$ cat src/rtl/c8ic_pkg.sv
// Shared types, constants and the glyph table of the CHIP-8 instruction core.
// Used by c8ic_ctrl, c8ic_datapath and chip8_instruction_core. No dependencies.
`timescale 1ns / 1ps
package c8ic_pkg;

    localparam int ADDR_W = 12;
    localparam int MEM_BYTES = 4096;
    localparam int SCREEN_ROWS = 32;
    localparam int SCREEN_COLS = 64;
    localparam int ROW_W = $clog2(SCREEN_ROWS);
    localparam int COL_W = $clog2(SCREEN_COLS);

    localparam logic [ADDR_W-1:0] PROGRAM_START = 12'h200;
    localparam logic [ADDR_W-1:0] GLYPH_BASE = 12'h050;
    localparam logic [ADDR_W-1:0] GLYPH_END = 12'h09F;
    localparam logic [15:0] OP_CLS = 16'h00E0;
    localparam logic [15:0] OP_RET = 16'h00EE;
    localparam logic [7:0] FN_STOP = 8'h00;
    localparam logic [7:0] FN_FONT = 8'h29;
    localparam logic [7:0] FN_BCD = 8'h33;
    localparam logic [7:0] FN_LOAD = 8'h65;

    localparam logic [1:0] MODE_EXEC = 2'd0;
    localparam logic [1:0] MODE_WRITE = 2'd1;

    localparam logic [1:0] FAULT_NONE = 2'd0;
    localparam logic [1:0] FAULT_OPCODE = 2'd1;
    localparam logic [1:0] FAULT_UNDERFLOW = 2'd2;
    localparam logic [1:0] FAULT_OVERFLOW = 2'd3;

    // Datapath actions, one per cycle.
    typedef enum logic [4:0] {
        DP_NONE,
        DP_CLR_WR,
        DP_LATCH,
        DP_HOST_WR,
        DP_HOST_RD,
        DP_HOST_CAP,
        DP_FETCH_HI,
        DP_FETCH_LO,
        DP_CAP_OP,
        DP_RD_Y,
        DP_CAP_Y,
        DP_EXEC,
        DP_FLAG,
        DP_POP,
        DP_DRAW_RD,
        DP_DRAW_WR,
        DP_BCD,
        DP_LOAD_RD,
        DP_LOAD_WR,
        DP_OUT
    } dp_op_t;

    // How an opcode is sequenced after its execute cycle.
    typedef enum logic [2:0] {
        OC_BASIC,
        OC_FLAG,
        OC_RET,
        OC_DRAW,
        OC_BCD,
        OC_LOAD
    } op_class_t;

    typedef struct packed {
        dp_op_t op;
    } dp_cmd_t;

    typedef struct packed {
        logic        clr_last;
        logic        halted;
        logic        sp_empty;
        logic [15:0] opcode;
        logic        draw_last;
        logic        bcd_last;
        logic        load_last;
    } dp_status_t;

    function automatic op_class_t op_class(input logic [15:0] op);
        op_class_t c;
        c = OC_BASIC;
        unique case (op[15:12])
            4'h0: if (op == OP_RET) c = OC_RET;
            4'h8: begin
                case (op[3:0]) inside
                    4'h4, 4'h5, 4'h6, 4'h7, 4'hE: c = OC_FLAG;
                    default: c = OC_BASIC;
                endcase
            end
            4'hD: c = OC_DRAW;
            4'hF: begin
                if (op[7:0] == FN_BCD) c = OC_BCD;
                else if (op[7:0] == FN_LOAD) c = OC_LOAD;
            end
            default: c = OC_BASIC;
        endcase
        return c;
    endfunction

    function automatic logic [7:0] glyph_byte(input logic [6:0] idx);
        logic [7:0] b;
        case (idx)
            7'd0: b = 8'hF0;  7'd1: b = 8'h90;  7'd2: b = 8'h90;  7'd3: b = 8'h90;
            7'd4: b = 8'hF0;  7'd5: b = 8'h20;  7'd6: b = 8'h60;  7'd7: b = 8'h20;
            7'd8: b = 8'h20;  7'd9: b = 8'h70;  7'd10: b = 8'hF0; 7'd11: b = 8'h10;
            7'd12: b = 8'hF0; 7'd13: b = 8'h80; 7'd14: b = 8'hF0; 7'd15: b = 8'hF0;
            7'd16: b = 8'h10; 7'd17: b = 8'hF0; 7'd18: b = 8'h10; 7'd19: b = 8'hF0;
            7'd20: b = 8'h90; 7'd21: b = 8'h90; 7'd22: b = 8'hF0; 7'd23: b = 8'h10;
            7'd24: b = 8'h10; 7'd25: b = 8'hF0; 7'd26: b = 8'h80; 7'd27: b = 8'hF0;
            7'd28: b = 8'h10; 7'd29: b = 8'hF0; 7'd30: b = 8'hF0; 7'd31: b = 8'h80;
            7'd32: b = 8'hF0; 7'd33: b = 8'h90; 7'd34: b = 8'hF0; 7'd35: b = 8'hF0;
            7'd36: b = 8'h10; 7'd37: b = 8'h20; 7'd38: b = 8'h40; 7'd39: b = 8'h40;
            7'd40: b = 8'hF0; 7'd41: b = 8'h90; 7'd42: b = 8'hF0; 7'd43: b = 8'h90;
            7'd44: b = 8'hF0; 7'd45: b = 8'hF0; 7'd46: b = 8'h90; 7'd47: b = 8'hF0;
            7'd48: b = 8'h10; 7'd49: b = 8'hF0; 7'd50: b = 8'hF0; 7'd51: b = 8'h90;
            7'd52: b = 8'hF0; 7'd53: b = 8'h90; 7'd54: b = 8'h90; 7'd55: b = 8'hE0;
            7'd56: b = 8'h90; 7'd57: b = 8'hE0; 7'd58: b = 8'h90; 7'd59: b = 8'hE0;
            7'd60: b = 8'hF0; 7'd61: b = 8'h80; 7'd62: b = 8'h80; 7'd63: b = 8'h80;
            7'd64: b = 8'hF0; 7'd65: b = 8'hE0; 7'd66: b = 8'h90; 7'd67: b = 8'h90;
            7'd68: b = 8'h90; 7'd69: b = 8'hE0; 7'd70: b = 8'hF0; 7'd71: b = 8'h80;
            7'd72: b = 8'hF0; 7'd73: b = 8'h80; 7'd74: b = 8'hF0; 7'd75: b = 8'hF0;
            7'd76: b = 8'h80; 7'd77: b = 8'hF0; 7'd78: b = 8'h80; 7'd79: b = 8'h80;
            default: b = 8'h00;
        endcase
        return b;
    endfunction

endpackage

$ cat src/rtl/c8ic_ctrl.sv
// Sequencing state machine of the CHIP-8 instruction core.
// Depends on c8ic_pkg; drives c8ic_datapath through dp_cmd_t.
`timescale 1ns / 1ps
module c8ic_ctrl (
    input  logic                 aclk,
    input  logic                 aresetn,
    input  logic                 s_valid,
    output logic                 s_ready,
    input  logic [1:0]           s_mode,
    output logic                 m_valid,
    input  logic                 m_ready,
    input  c8ic_pkg::dp_status_t status,
    output c8ic_pkg::dp_cmd_t    cmd
);

    typedef enum logic [18:0] {
        ST_CLEAR    = 19'h00001,
        ST_IDLE     = 19'h00002,
        ST_HOST_WR  = 19'h00004,
        ST_HOST_RD  = 19'h00008,
        ST_HOST_CAP = 19'h00010,
        ST_FETCH_HI = 19'h00020,
        ST_FETCH_LO = 19'h00040,
        ST_CAP_OP   = 19'h00080,
        ST_RD_Y     = 19'h00100,
        ST_CAP_Y    = 19'h00200,
        ST_EXEC     = 19'h00400,
        ST_FLAG     = 19'h00800,
        ST_POP      = 19'h01000,
        ST_DRAW_RD  = 19'h02000,
        ST_DRAW_WR  = 19'h04000,
        ST_BCD      = 19'h08000,
        ST_LOAD_RD  = 19'h10000,
        ST_LOAD_WR  = 19'h20000,
        ST_DONE     = 19'h40000
    } state_t;

    state_t state_reg, state_next;
    logic   m_valid_reg, m_valid_next;

    assign s_ready = (state_reg == ST_IDLE);
    assign m_valid = m_valid_reg;

    always_comb begin
        state_next   = state_reg;
        m_valid_next = m_valid_reg;
        cmd.op       = c8ic_pkg::DP_NONE;
        if (m_valid_reg && m_ready) begin
            m_valid_next = 1'b0;
        end
        unique case (state_reg)
            ST_CLEAR: begin
                cmd.op = c8ic_pkg::DP_CLR_WR;
                if (status.clr_last) state_next = ST_IDLE;
            end
            ST_IDLE: begin
                if (s_valid) begin
                    cmd.op = c8ic_pkg::DP_LATCH;
                    if (s_mode == c8ic_pkg::MODE_EXEC) begin
                        state_next = status.halted ? ST_DONE : ST_FETCH_HI;
                    end else if (s_mode == c8ic_pkg::MODE_WRITE) begin
                        state_next = ST_HOST_WR;
                    end else begin
                        state_next = ST_HOST_RD;
                    end
                end
            end
            ST_HOST_WR: begin
                cmd.op = c8ic_pkg::DP_HOST_WR;
                state_next = ST_DONE;
            end
            ST_HOST_RD: begin
                cmd.op = c8ic_pkg::DP_HOST_RD;
                state_next = ST_HOST_CAP;
            end
            ST_HOST_CAP: begin
                cmd.op = c8ic_pkg::DP_HOST_CAP;
                state_next = ST_DONE;
            end
            ST_FETCH_HI: begin
                cmd.op = c8ic_pkg::DP_FETCH_HI;
                state_next = ST_FETCH_LO;
            end
            ST_FETCH_LO: begin
                cmd.op = c8ic_pkg::DP_FETCH_LO;
                state_next = ST_CAP_OP;
            end
            ST_CAP_OP: begin
                cmd.op = c8ic_pkg::DP_CAP_OP;
                state_next = ST_RD_Y;
            end
            ST_RD_Y: begin
                cmd.op = c8ic_pkg::DP_RD_Y;
                state_next = ST_CAP_Y;
            end
            ST_CAP_Y: begin
                cmd.op = c8ic_pkg::DP_CAP_Y;
                state_next = ST_EXEC;
            end
            ST_EXEC: begin
                cmd.op = c8ic_pkg::DP_EXEC;
                unique case (c8ic_pkg::op_class(status.opcode))
                    c8ic_pkg::OC_RET:  state_next = status.sp_empty ? ST_DONE : ST_POP;
                    c8ic_pkg::OC_FLAG: state_next = ST_FLAG;
                    c8ic_pkg::OC_DRAW: begin
                        state_next = (status.opcode[3:0] == 4'h0) ? ST_FLAG : ST_DRAW_RD;
                    end
                    c8ic_pkg::OC_BCD:  state_next = ST_BCD;
                    c8ic_pkg::OC_LOAD: state_next = ST_LOAD_RD;
                    default:           state_next = ST_DONE;
                endcase
            end
            ST_FLAG: begin
                cmd.op = c8ic_pkg::DP_FLAG;
                state_next = ST_DONE;
            end
            ST_POP: begin
                cmd.op = c8ic_pkg::DP_POP;
                state_next = ST_DONE;
            end
            ST_DRAW_RD: begin
                cmd.op = c8ic_pkg::DP_DRAW_RD;
                state_next = ST_DRAW_WR;
            end
            ST_DRAW_WR: begin
                cmd.op = c8ic_pkg::DP_DRAW_WR;
                state_next = status.draw_last ? ST_FLAG : ST_DRAW_RD;
            end
            ST_BCD: begin
                cmd.op = c8ic_pkg::DP_BCD;
                if (status.bcd_last) state_next = ST_DONE;
            end
            ST_LOAD_RD: begin
                cmd.op = c8ic_pkg::DP_LOAD_RD;
                state_next = ST_LOAD_WR;
            end
            ST_LOAD_WR: begin
                cmd.op = c8ic_pkg::DP_LOAD_WR;
                state_next = status.load_last ? ST_DONE : ST_LOAD_RD;
            end
            ST_DONE: begin
                if (!m_valid_reg || m_ready) begin
                    cmd.op = c8ic_pkg::DP_OUT;
                    m_valid_next = 1'b1;
                    state_next = ST_IDLE;
                end
            end
            default: state_next = ST_CLEAR;
        endcase
    end

    always_ff @(posedge aclk) begin
        if (!aresetn) begin
            state_reg   <= ST_CLEAR;
            m_valid_reg <= 1'b0;
        end else begin
            state_reg   <= state_next;
            m_valid_reg <= m_valid_next;
        end
    end

endmodule

$ cat config.mk
export PLATFORM = sky130hd
export DESIGN_NAME = c8ic_ctrl
export DESIGN_NICKNAME = d
export VERILOG_FILES = /design/src/rtl/c8ic_pkg.sv /design/src/rtl/c8ic_ctrl.sv
export SDC_FILE = /design/constraint.sdc
export NUM_CORES = 1
export LEC_CHECK = 0
export BUFFER_PORTS_ARGS = -buffer_cell sky130_fd_sc_hd__buf_2
export CAP_MARGIN = 20
export CORE_ASPECT_RATIO = 0.75
export CORE_MARGIN = 2
export CORE_UTILIZATION = 25
export DETAILED_ROUTE_END_ITERATION = 10
export GPL_ROUTABILITY_DRIVEN = 0
export GPL_TIMING_DRIVEN = 0
export PLACE_DENSITY = 0.39
export SKIP_CTS_REPAIR_TIMING = 1
export SYNTH_ARGS = -nofsm -noshare
export SYNTH_HDL_FRONTEND = slang
export SYNTH_SLANG_ARGS = --single-unit
$ cat constraint.sdc
create_clock -name aclk -period 5.74 [get_ports aclk]
set_input_delay 0.574 -clock aclk [delete_from_list [all_inputs] [get_ports aclk]]
set_output_delay 0.574 -clock aclk [all_outputs]
set_load 0.05 [all_outputs]
==> flow_summary_export.csv <==
group,metric,value,unit
outcome,outcome,"finished, final reports clean",
yosys,postSynthCellCount,186,
clock_network,htreeDepth,1,
timing,final.min_clock_period,3.177,ns
drt,drt_first_pass_iters,4,
floorplan,ioPinCount,35,
power_and_ir_drop,p_seq_share,42.1,%
yosys,yosysMostFrequentCell,"nor2_1",
placed_design,hpwlAfterDp,3710,um
drt,routed_wirelength,4523,um
drt,ant_nets,0,
timing,post-route-period-util,55.35,%
cells_and_area,layout-drive-gt1-share,22.77,%
worst_setup_path,crit_arrival,2.60,ns
clock_network,cts_root_buf,"clkbuf_8",
yosys,postSynth.asyncResetShare,0,%
yosys,yosys_warnings,0,
global_route,grt_pass1_vias,1472,
timing,hold_viol_final,0,
timing,fin_skew,0.004312,ns
drt,drc,0,
yosys,yosys.area.top_type_share,27.14,%
yosys,synth_area_leaders,"dfxtp_1 27%, nor2_1 6.1%, nor4_4 4.3%",
hold_path,hp-start,"status[20]",
timing,setup_violations,0,
cells_and_area,final_nets,253,
global_route,grt_pass1_wl,7555,um
drt,drt-vias-per-instance,5.066,
global_route,grt-ovfl-total,0,
worst_setup_path,r2r_cells,6,
power_and_ir_drop,p_switching,115.9,uW
timing,fin_setup_tns,0,ns
worst_setup_path,cp_slowest_cell,"or4_1",
worst_setup_path,path_cells,"buf_4 > or4_1 > nor3_1 > nand3_1 > o211ai_1 > nor4b_1 > nand4_1 > buf_2",
power_and_ir_drop,p_int,236.8,uW
yosys,synth_largest_area_cell,"dfxtp_1",
power_and_ir_drop,swShare,32.85,%
global_route,grt_max_degree,12,
yosys,ys_types,50,
worst_setup_path,critical_path_required,5.17,ns
hold_path,holdPathStages,2,
hold_path,hold_end,"state_reg[5]$_SDFFE_PN0P_",
floorplan,dieWidth,92.70,um
cells_and_area,syn_to_final_growth,21.88,%
power_and_ir_drop,ir_drop,0.00007714,V
clock_network,clkLatencyLatePin,0.27,ns
clock_network,clockBufferDepth,2,
worst_setup_path,cp-start-kind,"flop",
cells_and_area,fin_util,31.18,%
worst_setup_path,crit_buf_inv,2,
placed_design,portBuffers,34,
drt,wl_per_cell,14.98,um
yosys,netlist_top_cells_count,"24 x nor2_1, 20 x dfxtp_1, 13 x nand2_1",
floorplan,die_area,0.006538,mm^2
yosys,synth_edf_count,0,
floorplan,dieHeight,70.53,um
drt,drt_iter0_drc,116,
worst_setup_path,path_max_fanout,8,
power_and_ir_drop,pwr-share-clk,32.1,%
run,drv_cap,0,
power_and_ir_drop,p_per_area,196.1,mW/mm^2
yosys,ys_ff_latch,20,
floorplan,core,0.005766,mm^2
timing,drv_slew,0,
worst_setup_path,worstReg2RegStart,"state_reg[8]$_SDFFE_PN0P_",
clock_network,cts_sinks,20,
worst_setup_path,endpoint_kind,"primary output",
power_and_ir_drop,power.leakage,0.0007285,uW
global_route,antenna_found_initial,0,
clock_network,cts_buffers,3,
yosys,synth_nets,214,
yosys,syn_avg_cell_area,7.931,um^2
global_route,grtUsageTotal,14.60,%
cells_and_area,diodes,0,
floorplan,start_util,25.59,%
worst_setup_path,cp_top_family,"simple AND/OR/NAND/NOR gates",
worst_setup_path,path_depth,8,
drt,vias,1530,
worst_setup_path,critical_path_class,"flop to primary output",
clock_network,cts_tree,"yes",
timing,fmax,0.3148,GHz
yosys,synthFlopType,"dfxtp_1",
floorplan,rows,24,
timing,worst_pin_slew,0.6593,ns
timing,rsz0062_at_grt,"false",
yosys,ys_seq_area_share,27.14,%
clock_network,clkTransAtPathRegs,0.08,ns
timing,relSlewSlack,55.43,%
worst_setup_path,cp_slowest_stage_delay,0.54,ns
worst_setup_path,r2r-end,"state_reg[0]$_SDFFE_PN1P_",
cells_and_area,largest_register_ffs,19,
worst_setup_path,regToRegSetupSlack,3.48,ns
hold_path,min_path_type,"input port to flop",
yosys,synth_area,0.001475,mm^2
power_and_ir_drop,pwr-share-comb,25.8,%
-- placed cells by master, fill, tap and decap left out, types with 5 or more instances in the layout --
| master | n |
|---|---|
| a21oi_1 | 5 |
| and2_1 | 6 |
| buf_2 | 35 |
| dfxtp_1 | 20 |
| inv_1 | 5 |
| nand2_1 | 13 |
| nand3_1 | 8 |
| nand3b_1 | 5 |
| nand4_1 | 7 |
| nor2_1 | 24 |
| nor3_1 | 11 |
| nor3b_1 | 6 |
| nor4_1 | 6 |
| nor4b_1 | 6 |
-- worst register-to-register path: cells and delay by family, from the launching register on --
family           cells  cell delay (ns)
AND/OR/NAND/NOR      4             1.54
flip-flops           1             0.37
AO/OA/AOI/OAI        2             0.24
-- power groups by stage --
stage / clock (uW) / combinational (uW) / sequential [uW]
finish: 113 / 91.0 / 149
global route: 121 / 101 / 150
CTS: 117 / 90.8 / 148
detailed placement: 0 / 90.3 / 152
global placement: 0 / 91.8 / 152
floorplan: 0 / 61.5 / 150
-- routing by layer --
layer	vias up	GRT usage [%]	part of all wire, %
met5	-	0	0
met4	0	1.961	0.49
met3	4	3.452	4.6
met2	35	20.11	39
met1	696	23.26	56
li1	795	-	-
-- cell type report --
class                   instances  area, um^2
plain buffers                   3       23.77
clock buffers                   4       55.05
fillers                       660        3968
inverters                       5       18.77
multi-input cells             158        1032
flip-flops and latches         20       400.4
well taps                      78       97.59
repair buffers                 34       170.2
-- how the worst max path moves through the flow --
| stage | start | end |
|---|---|---|
| 6_report | state_reg[13]$_SDFFE_PN0P_ | cmd[0] |
| 3_3_place_gp | state_reg[0]$_SDFFE_PN1P_ | cmd[1] |
| 2_1_floorplan | state_reg[12]$_SDFFE_PN0P_ | cmd[4] |
| 5_1_grt | state_reg[13]$_SDFFE_PN0P_ | cmd[0] |
| 3_5_place_dp | state_reg[13]$_SDFFE_PN0P_ | cmd[0] |
| 4_1_cts | state_reg[13]$_SDFFE_PN0P_ | cmd[0] |
-- kinds of logic (layout without fill, tap and decap cells) --
logic type | count (synthesis) | count (layout) | synth area share, %
AND/OR/NAND/NOR | 128 | 128 | 55.39
buffers and inverters | 8 | 46 | 2.884
XOR/XNOR | 5 | 5 | 2.968
AO/OA/AOI/OAI | 25 | 25 | 11.62
flip-flops | 20 | 20 | 27.14
-- stage by stage --
step / hold WS [ns] / worst slack [ns] / total power [uW] / instances / instance area [um^2]
global route: 0.4795 / 2.326 / 371.8 / 302 / 1798
detailed placement: 0.5404 / 2.867 / 242.0 / 298 / 1743
floorplan: 0.5171 / 2.652 / 211.4 / 186 / 1475
finish: 0.4792 / 2.563 / 352.7 / 302 / 1798
CTS: 0.4754 / 2.559 / 356.2 / 302 / 1798
global placement: 0.5382 / 2.803 / 243.6 / 298 / 1743
Power figures use the tool's default switching activity.
